<file path="src/rtl/ps2kd_pkg.sv">
`timescale 1ns / 1ps
// Shared types, scancode constants and ASCII ROM functions for the PS/2 set-2 key decoder.
// No dependencies.
package ps2kd_pkg;

	localparam logic [7:0] KEY_NONE   = 8'h00;
	localparam logic [7:0] KEY_EXT    = 8'hE0;
	localparam logic [7:0] KEY_BRK    = 8'hF0;
	localparam logic [7:0] KEY_ALT    = 8'h11;
	localparam logic [7:0] KEY_LSHIFT = 8'h12;
	localparam logic [7:0] KEY_CTRL   = 8'h14;
	localparam logic [7:0] KEY_CAPS   = 8'h58;
	localparam logic [7:0] KEY_RSHIFT = 8'h59;
	localparam logic [7:0] KEY_NUM    = 8'h77;

	localparam int MB_CAPS   = 0;
	localparam int MB_LSHIFT = 1;
	localparam int MB_RSHIFT = 2;
	localparam int MB_LCTRL  = 3;
	localparam int MB_RCTRL  = 4;
	localparam int MB_LALT   = 5;
	localparam int MB_RALT   = 6;
	localparam int MB_NUM    = 7;

	localparam int QDEPTH = 2;
	localparam int QAW    = (QDEPTH > 1) ? $clog2(QDEPTH) : 1;
	localparam int QCW    = $clog2(QDEPTH + 1);

	typedef struct packed {
		logic [7:0] make_key;
		logic [7:0] break_key;
	} item_t;

	function automatic logic [7:0] keypad_rom(input logic [7:0] code);
		logic [7:0] ch;
		unique case (code)
			8'h69: ch = 8'h31;
			8'h6B: ch = 8'h34;
			8'h6C: ch = 8'h37;
			8'h70: ch = 8'h30;
			8'h71: ch = 8'h2E;
			8'h72: ch = 8'h32;
			8'h73: ch = 8'h35;
			8'h74: ch = 8'h36;
			8'h75: ch = 8'h38;
			8'h79: ch = 8'h2B;
			8'h7A: ch = 8'h33;
			8'h7B: ch = 8'h2D;
			8'h7C: ch = 8'h2A;
			8'h7D: ch = 8'h39;
			default: ch = 8'h00;
		endcase
		return ch;
	endfunction

	function automatic logic [7:0] lower_rom(input logic [7:0] code);
		logic [7:0] ch;
		unique case (code)
			8'h0E: ch = 8'h60;
			8'h15: ch = 8'h71;
			8'h16: ch = 8'h31;
			8'h1A: ch = 8'h7A;
			8'h1B: ch = 8'h73;
			8'h1C: ch = 8'h61;
			8'h1D: ch = 8'h77;
			8'h1E: ch = 8'h32;
			8'h21: ch = 8'h63;
			8'h22: ch = 8'h78;
			8'h23: ch = 8'h64;
			8'h24: ch = 8'h65;
			8'h25: ch = 8'h34;
			8'h26: ch = 8'h33;
			8'h29: ch = 8'h20;
			8'h2A: ch = 8'h76;
			8'h2B: ch = 8'h66;
			8'h2C: ch = 8'h74;
			8'h2D: ch = 8'h72;
			8'h2E: ch = 8'h35;
			8'h31: ch = 8'h6E;
			8'h32: ch = 8'h62;
			8'h33: ch = 8'h68;
			8'h34: ch = 8'h67;
			8'h35: ch = 8'h79;
			8'h36: ch = 8'h36;
			8'h3A: ch = 8'h6D;
			8'h3B: ch = 8'h6A;
			8'h3C: ch = 8'h75;
			8'h3D: ch = 8'h37;
			8'h3E: ch = 8'h38;
			8'h41: ch = 8'h2C;
			8'h42: ch = 8'h6B;
			8'h43: ch = 8'h69;
			8'h44: ch = 8'h6F;
			8'h45: ch = 8'h30;
			8'h46: ch = 8'h39;
			8'h49: ch = 8'h2E;
			8'h4A: ch = 8'h2F;
			8'h4B: ch = 8'h6C;
			8'h4C: ch = 8'h3B;
			8'h4D: ch = 8'h70;
			8'h4E: ch = 8'h2D;
			8'h52: ch = 8'h27;
			8'h54: ch = 8'h5B;
			8'h55: ch = 8'h3D;
			8'h5B: ch = 8'h5D;
			8'h5D: ch = 8'h5C;
			default: ch = keypad_rom(code);
		endcase
		return ch;
	endfunction

	function automatic logic [7:0] upper_rom(input logic [7:0] code);
		logic [7:0] ch;
		unique case (code)
			8'h0E: ch = 8'h7E;
			8'h15: ch = 8'h51;
			8'h16: ch = 8'h21;
			8'h1A: ch = 8'h5A;
			8'h1B: ch = 8'h53;
			8'h1C: ch = 8'h41;
			8'h1D: ch = 8'h57;
			8'h1E: ch = 8'h40;
			8'h21: ch = 8'h43;
			8'h22: ch = 8'h58;
			8'h23: ch = 8'h44;
			8'h24: ch = 8'h45;
			8'h25: ch = 8'h24;
			8'h26: ch = 8'h23;
			8'h29: ch = 8'h20;
			8'h2A: ch = 8'h56;
			8'h2B: ch = 8'h46;
			8'h2C: ch = 8'h54;
			8'h2D: ch = 8'h52;
			8'h2E: ch = 8'h25;
			8'h31: ch = 8'h4E;
			8'h32: ch = 8'h42;
			8'h33: ch = 8'h48;
			8'h34: ch = 8'h47;
			8'h35: ch = 8'h59;
			8'h36: ch = 8'h5E;
			8'h3A: ch = 8'h4D;
			8'h3B: ch = 8'h4A;
			8'h3C: ch = 8'h55;
			8'h3D: ch = 8'h26;
			8'h3E: ch = 8'h2A;
			8'h41: ch = 8'h3C;
			8'h42: ch = 8'h4B;
			8'h43: ch = 8'h49;
			8'h44: ch = 8'h4F;
			8'h45: ch = 8'h29;
			8'h46: ch = 8'h28;
			8'h49: ch = 8'h3E;
			8'h4A: ch = 8'h3F;
			8'h4B: ch = 8'h4C;
			8'h4C: ch = 8'h3A;
			8'h4D: ch = 8'h50;
			8'h4E: ch = 8'h5F;
			8'h52: ch = 8'h22;
			8'h54: ch = 8'h7B;
			8'h55: ch = 8'h2B;
			8'h5B: ch = 8'h7D;
			8'h5D: ch = 8'h7C;
			default: ch = keypad_rom(code);
		endcase
		return ch;
	endfunction

endpackage

</file>
<file path="src/rtl/ps2kd_front.sv">
`timescale 1ns / 1ps
// Front end: accepts scancode bytes and classifies them into make and break codes.
// Depends on ps2kd_pkg.
module ps2kd_front (
	input  logic              clk,
	input  logic              arst_n,
	input  logic              in_valid,
	output logic              in_stall,
	input  logic [7:0]        scan_byte,
	input  logic              q_full,
	output logic              push,
	output ps2kd_pkg::item_t  push_item
);

	logic [7:0] prior_q;

	assign in_stall = q_full;
	assign push     = in_valid && !q_full;

	always_comb begin
		push_item.make_key  = ps2kd_pkg::KEY_NONE;
		push_item.break_key = ps2kd_pkg::KEY_NONE;
		if (prior_q == ps2kd_pkg::KEY_BRK) begin
			push_item.break_key = scan_byte;
		end else if (scan_byte != ps2kd_pkg::KEY_NONE && scan_byte != ps2kd_pkg::KEY_EXT &&
				scan_byte != ps2kd_pkg::KEY_BRK) begin
			push_item.make_key = scan_byte;
		end
	end

	always_ff @(posedge clk or negedge arst_n) begin
		if (!arst_n) begin
			prior_q <= 8'h00;
		end else if (push) begin
			prior_q <= scan_byte;
		end
	end

endmodule

</file>
<file path="src/rtl/ps2kd_queue.sv">
`timescale 1ns / 1ps
// Short item queue between the classifier and the modifier/ASCII back end.
// Depends on ps2kd_pkg.
module ps2kd_queue (
	input  logic              clk,
	input  logic              arst_n,
	input  logic              push,
	input  ps2kd_pkg::item_t  push_item,
	input  logic              pop,
	output logic              full,
	output logic              empty,
	output ps2kd_pkg::item_t  head
);

	ps2kd_pkg::item_t              slot_q [ps2kd_pkg::QDEPTH];
	logic [ps2kd_pkg::QAW-1:0]     wr_ptr_q;
	logic [ps2kd_pkg::QAW-1:0]     rd_ptr_q;
	logic [ps2kd_pkg::QCW-1:0]     count_q;

	localparam logic [ps2kd_pkg::QAW-1:0] LAST = ps2kd_pkg::QAW'(ps2kd_pkg::QDEPTH - 1);
	localparam logic [ps2kd_pkg::QCW-1:0] FULL_CNT = ps2kd_pkg::QCW'(ps2kd_pkg::QDEPTH);

	assign full  = (count_q == FULL_CNT);
	assign empty = (count_q == '0);
	assign head  = slot_q[rd_ptr_q];

	always_ff @(posedge clk) begin
		if (push) begin
			slot_q[wr_ptr_q] <= push_item;
		end
	end

	always_ff @(posedge clk or negedge arst_n) begin
		if (!arst_n) begin
			wr_ptr_q <= '0;
			rd_ptr_q <= '0;
			count_q  <= '0;
		end else begin
			if (push) begin
				wr_ptr_q <= (wr_ptr_q == LAST) ? '0 : wr_ptr_q + 1'b1;
			end
			if (pop) begin
				rd_ptr_q <= (rd_ptr_q == LAST) ? '0 : rd_ptr_q + 1'b1;
			end
			if (push && !pop) begin
				count_q <= count_q + 1'b1;
			end else if (pop && !push) begin
				count_q <= count_q - 1'b1;
			end
		end
	end

endmodule

</file>
<file path="src/rtl/ps2kd_back.sv">
`timescale 1ns / 1ps
// Back end: updates the modifier flags, looks up ASCII and holds the result register.
// Depends on ps2kd_pkg.
module ps2kd_back (
	input  logic              clk,
	input  logic              arst_n,
	input  logic              q_empty,
	input  ps2kd_pkg::item_t  head,
	output logic              pop,
	output logic              out_valid,
	input  logic              out_stall,
	output logic [7:0]        make_key,
	output logic [7:0]        break_key,
	output logic [7:0]        ascii_char,
	output logic [7:0]        modifier_flags
);

	logic [7:0] mods_q;
	logic [7:0] mods_nxt;
	logic [7:0] mk;
	logic [7:0] bk;
	logic [7:0] ch;
	logic       upper;
	logic       valid_q;
	logic [7:0] make_q;
	logic [7:0] break_q;
	logic [7:0] ascii_q;
	logic [7:0] flags_q;

	assign mk  = head.make_key;
	assign bk  = head.break_key;
	assign pop = !q_empty && (!valid_q || !out_stall);

	always_comb begin
		mods_nxt = mods_q;
		if (mk == ps2kd_pkg::KEY_ALT) begin
			mods_nxt[ps2kd_pkg::MB_LALT] = 1'b1;
			mods_nxt[ps2kd_pkg::MB_RALT] = 1'b1;
		end
		if (bk == ps2kd_pkg::KEY_ALT) begin
			mods_nxt[ps2kd_pkg::MB_LALT] = 1'b0;
			mods_nxt[ps2kd_pkg::MB_RALT] = 1'b0;
		end
		if (mk == ps2kd_pkg::KEY_LSHIFT) mods_nxt[ps2kd_pkg::MB_LSHIFT] = 1'b1;
		if (bk == ps2kd_pkg::KEY_LSHIFT) mods_nxt[ps2kd_pkg::MB_LSHIFT] = 1'b0;
		if (mk == ps2kd_pkg::KEY_CTRL) begin
			mods_nxt[ps2kd_pkg::MB_LCTRL] = 1'b1;
			mods_nxt[ps2kd_pkg::MB_RCTRL] = 1'b1;
		end
		if (bk == ps2kd_pkg::KEY_CTRL) begin
			mods_nxt[ps2kd_pkg::MB_LCTRL] = 1'b0;
			mods_nxt[ps2kd_pkg::MB_RCTRL] = 1'b0;
		end
		if (mk == ps2kd_pkg::KEY_RSHIFT) mods_nxt[ps2kd_pkg::MB_RSHIFT] = 1'b1;
		if (bk == ps2kd_pkg::KEY_RSHIFT) mods_nxt[ps2kd_pkg::MB_RSHIFT] = 1'b0;
		if (mk == ps2kd_pkg::KEY_CAPS) begin
			mods_nxt[ps2kd_pkg::MB_CAPS] = !mods_q[ps2kd_pkg::MB_CAPS];
		end
		if (mk == ps2kd_pkg::KEY_NUM) begin
			mods_nxt[ps2kd_pkg::MB_NUM] = !mods_q[ps2kd_pkg::MB_NUM];
		end
		upper = mods_nxt[ps2kd_pkg::MB_CAPS] ^ mods_nxt[ps2kd_pkg::MB_LSHIFT];
		ch    = upper ? ps2kd_pkg::upper_rom(mk) : ps2kd_pkg::lower_rom(mk);
	end

	always_ff @(posedge clk or negedge arst_n) begin
		if (!arst_n) begin
			mods_q  <= 8'h00;
			valid_q <= 1'b0;
		end else begin
			if (pop) begin
				mods_q  <= mods_nxt;
				valid_q <= 1'b1;
			end else if (!out_stall) begin
				valid_q <= 1'b0;
			end
		end
	end

	always_ff @(posedge clk) begin
		if (pop) begin
			make_q  <= mk;
			break_q <= bk;
			ascii_q <= ch;
			flags_q <= mods_nxt;
		end
	end

	assign out_valid      = valid_q;
	assign make_key       = make_q;
	assign break_key      = break_q;
	assign ascii_char     = ascii_q;
	assign modifier_flags = flags_q;

endmodule

</file>
<file path="src/rtl/ps2_set2_key_decoder.sv">
`timescale 1ns / 1ps
// PS/2 set-2 key decoder: one result item per scancode byte, one item per cycle sustained while out_stall is low.
// An accepted byte is written into the queue and then into the result register, which drives out_valid.
// Throughput: one item per cycle while out_stall is low; a two-entry queue lets the classifier run ahead of a stall.
// Reset: arst_n clears the previous byte, all modifier flags, the queue and the result valid.
// Depends on ps2kd_pkg, ps2kd_front, ps2kd_queue and ps2kd_back.
module ps2_set2_key_decoder (
	input  logic       clk,
	input  logic       arst_n,
	input  logic       in_valid,
	output logic       in_stall,
	input  logic [7:0] scan_byte,
	output logic       out_valid,
	input  logic       out_stall,
	output logic [7:0] make_key,
	output logic [7:0] break_key,
	output logic [7:0] ascii_char,
	output logic [7:0] modifier_flags
);

	logic             push;
	logic             pop;
	logic             q_full;
	logic             q_empty;
	ps2kd_pkg::item_t push_item;
	ps2kd_pkg::item_t head;

	ps2kd_front u_front (
		.clk       (clk),
		.arst_n    (arst_n),
		.in_valid  (in_valid),
		.in_stall  (in_stall),
		.scan_byte (scan_byte),
		.q_full    (q_full),
		.push      (push),
		.push_item (push_item)
	);

	ps2kd_queue u_queue (
		.clk       (clk),
		.arst_n    (arst_n),
		.push      (push),
		.push_item (push_item),
		.pop       (pop),
		.full      (q_full),
		.empty     (q_empty),
		.head      (head)
	);

	ps2kd_back u_back (
		.clk            (clk),
		.arst_n         (arst_n),
		.q_empty        (q_empty),
		.head           (head),
		.pop            (pop),
		.out_valid      (out_valid),
		.out_stall      (out_stall),
		.make_key       (make_key),
		.break_key      (break_key),
		.ascii_char     (ascii_char),
		.modifier_flags (modifier_flags)
	);

endmodule

</file>
<file path="config.mk">
export PLATFORM = sky130hd
export DESIGN_NAME = ps2_set2_key_decoder
export DESIGN_NICKNAME = d
export VERILOG_FILES = /design/src/rtl/ps2kd_pkg.sv /design/src/rtl/ps2kd_front.sv /design/src/rtl/ps2kd_queue.sv /design/src/rtl/ps2kd_back.sv /design/src/rtl/ps2_set2_key_decoder.sv
export SDC_FILE = /design/constraint.sdc
export NUM_CORES = 1
export LEC_CHECK = 0
export ABC_AREA = 1
export BUFFER_PORTS_ARGS = -buffer_cell sky130_fd_sc_hd__buf_2
export CAP_MARGIN = 15
export CELL_PAD_IN_SITES_DETAIL_PLACEMENT = 0
export CELL_PAD_IN_SITES_GLOBAL_PLACEMENT = 1
export CORE_ASPECT_RATIO = 1.2
export CORE_UTILIZATION = 40
export DETAILED_ROUTE_END_ITERATION = 16
export PLACE_DENSITY_LB_ADDON = 0.12
export SYNTH_ARGS = -nofsm -noshare
export SYNTH_HDL_FRONTEND = slang
export SYNTH_SLANG_ARGS = --single-unit
</file>
<file path="constraint.sdc">
create_clock -name clk -period 4.7 [get_ports clk]
set_input_delay 0.235 -clock clk [delete_from_list [all_inputs] [get_ports clk]]
set_output_delay 0.235 -clock clk [all_outputs]
set_load 0.02 [all_outputs]
</file>
==> key figures, run 1 <==
Worst setup path
  – Critical Path AT: 3120 ps
  – Crit. End Element: flop
  – Crit start category: flop
  – WP data required: 4790 ps
  – Kind of critical path: reg2reg
  – Crit-path max FO: 27

Clock tree
  – TritonCTS Sinks: 84
  – Hold_buf cts: 1
  – CTS buffer count: 9
  – CTS tree: done
  – Buffer count from post-CTS setup fixing: 0
  – CTS max path bufs: 2
  – Clk slew on worst S/H paths: 60 ps
  – Clock Tree Root: clkbuf_16
  – Latest clock arrival within the worst-skew pair: 340 ps
  – H-tree depth: 3
  – # resized after CTS: 0

Global route
  – Vias in the first global route: 4019
  – GR Layer Usage met3: 0.0366
  – Met2 Track Usage GR: 0.401
  – Met1 Use GR: 0.209
  – Largest net degree at the start of global routing: 35
  – Total GRT Usage: 0.213
  – GRT Max-Usage Layer: met2
  – Initial antenna violation count: 0
  – GR Overflow Total: 0
  – First-pass GRT wire length: 20.3 mm

Yosys
  – Synth Net Count: 632
  – Ys Warns: 0
  – Mapped Cells: 619
  – Register area share after synthesis: 0.486
  – Netlist cell types: 35
  – Seq cells post-synth: 84
  – Avg Inst Size Synth: 8.03 um2
  – Synthesized cell area: 4970 um2

Timing
  – Max Transition Viols Final: 0
  – Fmax: 330 MHz
  – Count of final setup violators: 0
  – Crit path time final: 3030 ps
  – Final setup TNS: 0 ps
  – Unrepaired setup endpoints after global routing: false
  – Worst Clk Skew: 9.53 ps
  – Hold Fails Final Rpt: 0
  – Fraction of the cycle the final worst path needs: 0.644
  – Worst relative slew slack: 0.457
  – Slew at the pin with the worst max-slew slack: 814 ps

Detailed routing
  – Final WL: 13.0 mm
  – Vias: 4150
  – Routed WL per cell: 15.6 um
  – Initial DRC Count: 173
  – DR DRC count: 0
  – DR pass1 iterations: 5
  – Via density: 4.99
  – Number of routed nets with antenna violations: 0

Layout
  – Final cell utilization of the core: 0.462
  – Diode count: 0
  – Most frequent cells in the layout: nand2_1 (189), nor2_1 (82), inv_1 (64)
  – Ratio of cells with drive above 1 in the final layout: 0.188
  – Final net count: 679
  – Area grow syn2layout: 12.6%
  – Most common cell after layout, fill and taps aside: nand2_1

Floorplan
  – Die footprint: 12900 um2
  – Die height: 124 um
  – Core ar.: 12100 um2
  – Starting Density: 0.411
  – Number of I/O pins: 46
  – Rows: 44
  – Die Wd: 104 um

Power and ir drop
  – Peak VDD IR: 0.289 mV
  – Power density cells: 626 nW/um2
  – Leakage: 2.73 nW
  – Final Power: 3.51 mW

Placement
  – Post-DP HPWL: 10.3 mm
  – Gp weighted congestion: 0.949
  – Port buffer count: 44

Min path
  – Worst hold path type: in2reg

Run
  – Max_cap viols: 0

Run status
  – Status: finished, final reports clean
-- sequential cells by signal, summed over array words and instances (netlist names) --
name                   count
u_back.modifier_flags      8
u_front.prior_q            8
u_queue.slot_q            32
u_back.make_key            8
u_queue.count_q            2
u_back.break_key           8
u_back.ascii_char          7
u_queue.rd_ptr_q           1
u_queue.wr_ptr_q           1
u_back.mods_q              8
u_back.out_valid           1
-- final timing paths --
kind                                  start                    to  slack [ps]  depth (start not counted)
setup / recovery           u_queue.rd_ptr_q  u_back.ascii_char[3]        1670                         13
hold / removal                    out_stall      u_back.out_valid         120                          3
hold reg to reg            u_back.mods_q[2]      u_back.mods_q[2]         480                          2
max in group asynchronous            arst_n    u_front.prior_q[7]        3920                          2
min in group asynchronous            arst_n      u_back.mods_q[5]         410                          2
setup reg to reg           u_queue.rd_ptr_q  u_back.ascii_char[3]        1670                         13
-- cell usage after synthesis --
master,count,area share
buf_4,2,0.0030
a21oi_2,1,0.0018
nor2_1,82,0.062
xnor2_1,1,0.0018
nor3_1,13,0.013
clkbuf_1,3,0.0023
a21boi_1,1,0.0015
nand3_1,28,0.028
buf_2,1,0.0010
nand3_2,1,0.0020
inv_1,64,0.048
o21ai_1,11,0.011
nor2_4,8,0.018
nor2_8,1,0.0040
edfxtp_1,63,0.38
o21ai_0,30,0.030
nor4_1,2,0.0025
a21oi_1,15,0.015
buf_6,6,0.014
a41oi_1,1,0.0018
nand2_2,28,0.035
nand2_1,189,0.14
o31a_1,1,0.0018
nand4_1,14,0.018
nand2_4,12,0.027
a31oi_1,1,0.0013
buf_8,1,0.0030
inv_6,1,0.0018
nor3b_1,1,0.0015
nor2_2,8,0.010
dfrtp_1,21,0.11
conb_1,1,0.00075
inv_2,3,0.0023
ha_1,1,0.0025
xor2_1,3,0.0053
-- metrics by stage --
| stage | setup slack [ps] | cells | cell area [um2] | hold WS (ps) |
|---|---|---|---|---|
| floorplan | 2420 | 619 | 4970 | -60.6 |
| global placement | 1730 | 814 | 5300 | 234 |
| detailed placement | 1740 | 814 | 5300 | 242 |
| CTS | 1720 | 831 | 5590 | 110 |
| global route | 1470 | 832 | 5600 | 125 |
| finish | 1670 | 832 | 5600 | 122 |
-- kinds of logic after synthesis --
family          Yosys count  synth area share
fa+ha+maj                 1           0.00252
flops                    84             0.486
xor+xnor                  4           0.00705
simple gates            387             0.364
buf+inv                  81            0.0752
compound gates           61            0.0644
other cells               1          0.000754
-- routing by layer --
metal	part of all wire	vias to the layer above
li1	-	2094
met1	0.38	1882
met2	0.52	124
met3	0.040	50
met4	0.066	0
met5	0	-
-- power breakdown --
part           switching [mW]  internal [mW]  leakage (nW)
Combinational            1.13          0.422          1.72
Clock                   0.294          0.364         0.139
Sequential              0.127           1.17         0.879
-- cell type report --
cell class,count,area [um2]
Clock buffer,10,229
Clock inverter,6,47.5
Fill cell,1247,6510
Inverter,68,260
Multi-Input combinational cell,454,2180
Sequential cell,84,2420
Tap cell,161,201
Timing Repair Buffer,49,260
-- critical path, cell delays in order, from the launching register on --
cell and delay, ps:
dfrtp_1 870, inv_6 200, nand2_1 120, nand2_1 100, nand2_2 200, nor2_4 140
nand2_1 110, nand2_1 180, nor2_1 240, nand3_1 100, nor2_1 260, nand3_2 90
nand2_1 80, nand2_1 60
No activity file was read; power rests on OpenSTA's default activity.
==> run 2: changes to the inputs <==
==> constraint.sdc (replaced) <==
create_clock -name clk -period 3.1 [get_ports clk]
set_input_delay 0.155 -clock clk [delete_from_list [all_inputs] [get_ports clk]]
set_output_delay 0.155 -clock clk [all_outputs]
set_load 0.02 [all_outputs]
==> key figures, run 2 (synthesis gave the netlist of run 1 again) <==
Detailed routing
  – Via density: 4.97 (-0.29%)
  – Initial DRC Count: 213 (+23%)
  – Vias: 4138 (-0.29%)
  – Number of routed nets with antenna violations: 0 (unchanged)
  – Routed WL per cell: 16.1 um (+3.0%)
  – DR pass1 iterations: 5 (unchanged)
  – Final WL: 13.4 mm (+3.0%)
  – DR DRC count: 0 (unchanged)

Worst setup path
  – CP most frequent cell: nand2_1
  – Flop-to-flop setup slack: 310 ps (-1360 ps)
  – Slowest cell on crit path: dfrtp_1
  – Crit-path max FO: 18 (-33%)
  – CP delay by family, top: simple AND/OR/NAND/NOR gates
  – Reg2Reg Launch Point: u_queue.rd_ptr_q
  – Kind of critical path: reg2reg
  – FF-to-FF path depth: 12 (-1)
  – Crit. End Element: flop
  – Worst R2R End: u_back.ascii_char[1]
  – Critical Path AT: 2840 ps (-280 ps)
  – CP Buf/Inv Count: 2 (+1)
  – Cells along the critical path: buf_4 -> nand2_1 -> nand2_1 -> nand2_4 -> nor2_4 -> nand2_2 -> a21oi_2 -> nand2_1 -> nand2_4 -> inv_2 -> o21ai_1 -> nand4_1
  – WP data required: 3150 ps (-1640 ps)
  – Crit start category: flop
  – CP max stage delay: 720 ps (-150 ps)

Layout
  – Most common cell after layout, fill and taps aside: nand2_1
  – Most frequent cells in the layout: nand2_1 (189), nor2_1 (82), inv_1 (64)
  – Ratio of cells with drive above 1 in the final layout: 0.186 (-0.00149)
  – Diode count: 0 (unchanged)
  – Area grow syn2layout: 12.4%
  – Final net count: 680 (+0.15%)
  – Max FFs per register: 32 (unchanged)
  – Reg with most FFs: u_queue.slot_q

Clock tree
  – CTS max path bufs: 2 (unchanged)
  – Buffer count from post-CTS setup fixing: 0 (unchanged)
  – Clk slew on worst S/H paths: 60 ps (about the same)
  – CTS tree: done
  – CTS buffer count: 9 (unchanged)
  – H-tree depth: 3 (unchanged)
  – Latest clock arrival within the worst-skew pair: 340 ps (about the same)
  – Clock Tree Root: clkbuf_16
  – TritonCTS Sinks: 84 (unchanged)

Floorplan
  – Die height: 124 um (unchanged)
  – Die Wd: 104 um (unchanged)
  – Core ar.: 12100 um2 (unchanged)
  – Number of I/O pins: 46 (unchanged)
  – Die footprint: 12900 um2 (unchanged)
  – Starting Density: 0.411 (unchanged)
  – Rows: 44 (unchanged)

Power and ir drop
  – Cell-internal power: 2.97 mW (+51%)
  – Power density cells: 951 nW/um2 (+52%)
  – Comb pwr share: 0.448 (+0.006)
  – Sw frac: 0.441 (about the same)
  – Peak VDD IR: 0.470 mV (+63%)
  – Clock Power Share: 0.181 (-0.007)
  – Final Power: 5.31 mW (+51%)
  – Leakage: 2.73 nW (-0.31%)
  – Sw Pwr: 2.34 mW (+52%)
  – Sequential share of power: 0.370 (about the same)

Timing
  – Final setup margin: 312 ps (-1360 ps)
  – Worst relative slew slack: 0.516 (+0.0588)
  – Crit path time final: 2790 ps (-238 ps)
  – Final setup TNS: 0 ps (unchanged)
  – Hold Fails Final Rpt: 0 (unchanged)
  – Slew at the pin with the worst max-slew slack: 721 ps (-93.0 ps)
  – Fmax: 359 MHz (+8.5%)
  – Count of final setup violators: 0 (unchanged)
  – Unrepaired setup endpoints after global routing: false
  – Worst Clk Skew: 6.67 ps (-2.87 ps)
  – Max Transition Viols Final: 0 (unchanged)
  – Fraction of the cycle the final worst path needs: 0.899 (+0.256)

Global route
  – GR Overflow Total: 0 (unchanged)
  – Vias in the first global route: 4081 (+1.5%)
  – Largest net degree at the start of global routing: 43 (+23%)
  – Total GRT Usage: 0.220 (+0.00672)
  – Initial antenna violation count: 0 (unchanged)
  – First-pass GRT wire length: 21.1 mm (+3.9%)

Min path
  – Cell count of the worst hold path: 3 (unchanged)
  – Hold path startpoint: out_stall
  – Worst hold path type: in2reg
  – WHS Endpoint: u_back.out_valid

Placement
  – Port buffer count: 44 (unchanged)
  – Post-place setup slack: 311 ps (-1430 ps)
  – Gp weighted congestion: 0.928 (-2.2%)
  – Post-DP HPWL: 10.4 mm (+0.72%)

Run status
  – Status: finished, final reports clean

Run
  – Max_cap viols: 0 (unchanged)
run 2: cell types whose count changed in the layout (fill, tap and decap cells not counted):
cell and change:
buf_4 +1, inv_6 -1, clkinv_4 -1, clkbuf_1 +1
inv_8 -1, clkinvlp_4 +1
run 2: routing by layer:
| metal | vias to the layer above | wire length, um | track usage |
|---|---|---|---|
| met5 | - | 0 | 0 |
| met4 | 0 | 764 | 0.147 |
| met3 | 42 | 402 | 0.0366 |
| met2 | 104 | 6780 | 0.399 |
| met1 | 1903 | 5420 | 0.239 |
| li1 | 2089 | - | - |
run 2: worst max path at each step:
stage,start,endpoint,cells past startpoint
3_5_place_dp,u_queue.rd_ptr_q,u_back.ascii_char[1],12
5_1_grt,u_queue.rd_ptr_q,u_back.ascii_char[1],12
2_1_floorplan,u_back.out_valid,u_back.ascii_char[0],4
4_1_cts,u_queue.rd_ptr_q,u_back.ascii_char[1],12
3_3_place_gp,u_queue.rd_ptr_q,u_back.ascii_char[1],12
6_report,u_queue.rd_ptr_q,u_back.ascii_char[1],12
run 2: final cells by class:
| class | count | area [um2] |
|---|---|---|
| Clock buffer | 11 | 233 |
| Clock inverter | 4 | 26.3 |
| Fill cell | 1260 | 6520 |
| Inverter | 68 | 260 |
| Multi-Input combinational cell | 454 | 2180 |
| Sequential cell | 84 | 2420 |
| Tap cell | 161 | 201 |
| Timing Repair Buffer | 50 | 268 |
run 2: worst reg2reg max path, delay by kind of cell, from the launching register on:
| kind | cells | cell delay (ps) |
|---|---|---|
| simple gates | 8 | 1160 |
| buf+inv | 2 | 370 |
| compound gates | 2 | 240 |
| flops | 1 | 720 |
run 2: through the flow:
stage	cells	hold WS [ps]	utilization	instance area, um2
global placement	816	153	0.439	5320
floorplan	619	-141	-	4970
global route	832	47.7	0.461	5590
CTS	832	41.8	0.461	5590
detailed placement	816	174	0.439	5320
finish	832	48.6	0.461	5590
run 2: repair_timing:
item,in CTS,in global routing
endpoints found under the hold margin,21,0
hold buffers,1,0
gates resized for setup,0,0
run 2: power by group through the flow:
stage                     sequential [mW]  combinational, mW  clock [mW]
after global placement               1.98               2.38           0
after floorplan                      2.21               1.57           0
after global routing                 2.01               2.65        1.02
after CTS                            1.98               2.40       0.993
final                                1.97               2.38       0.962
after detailed placement             2.00               2.39           0
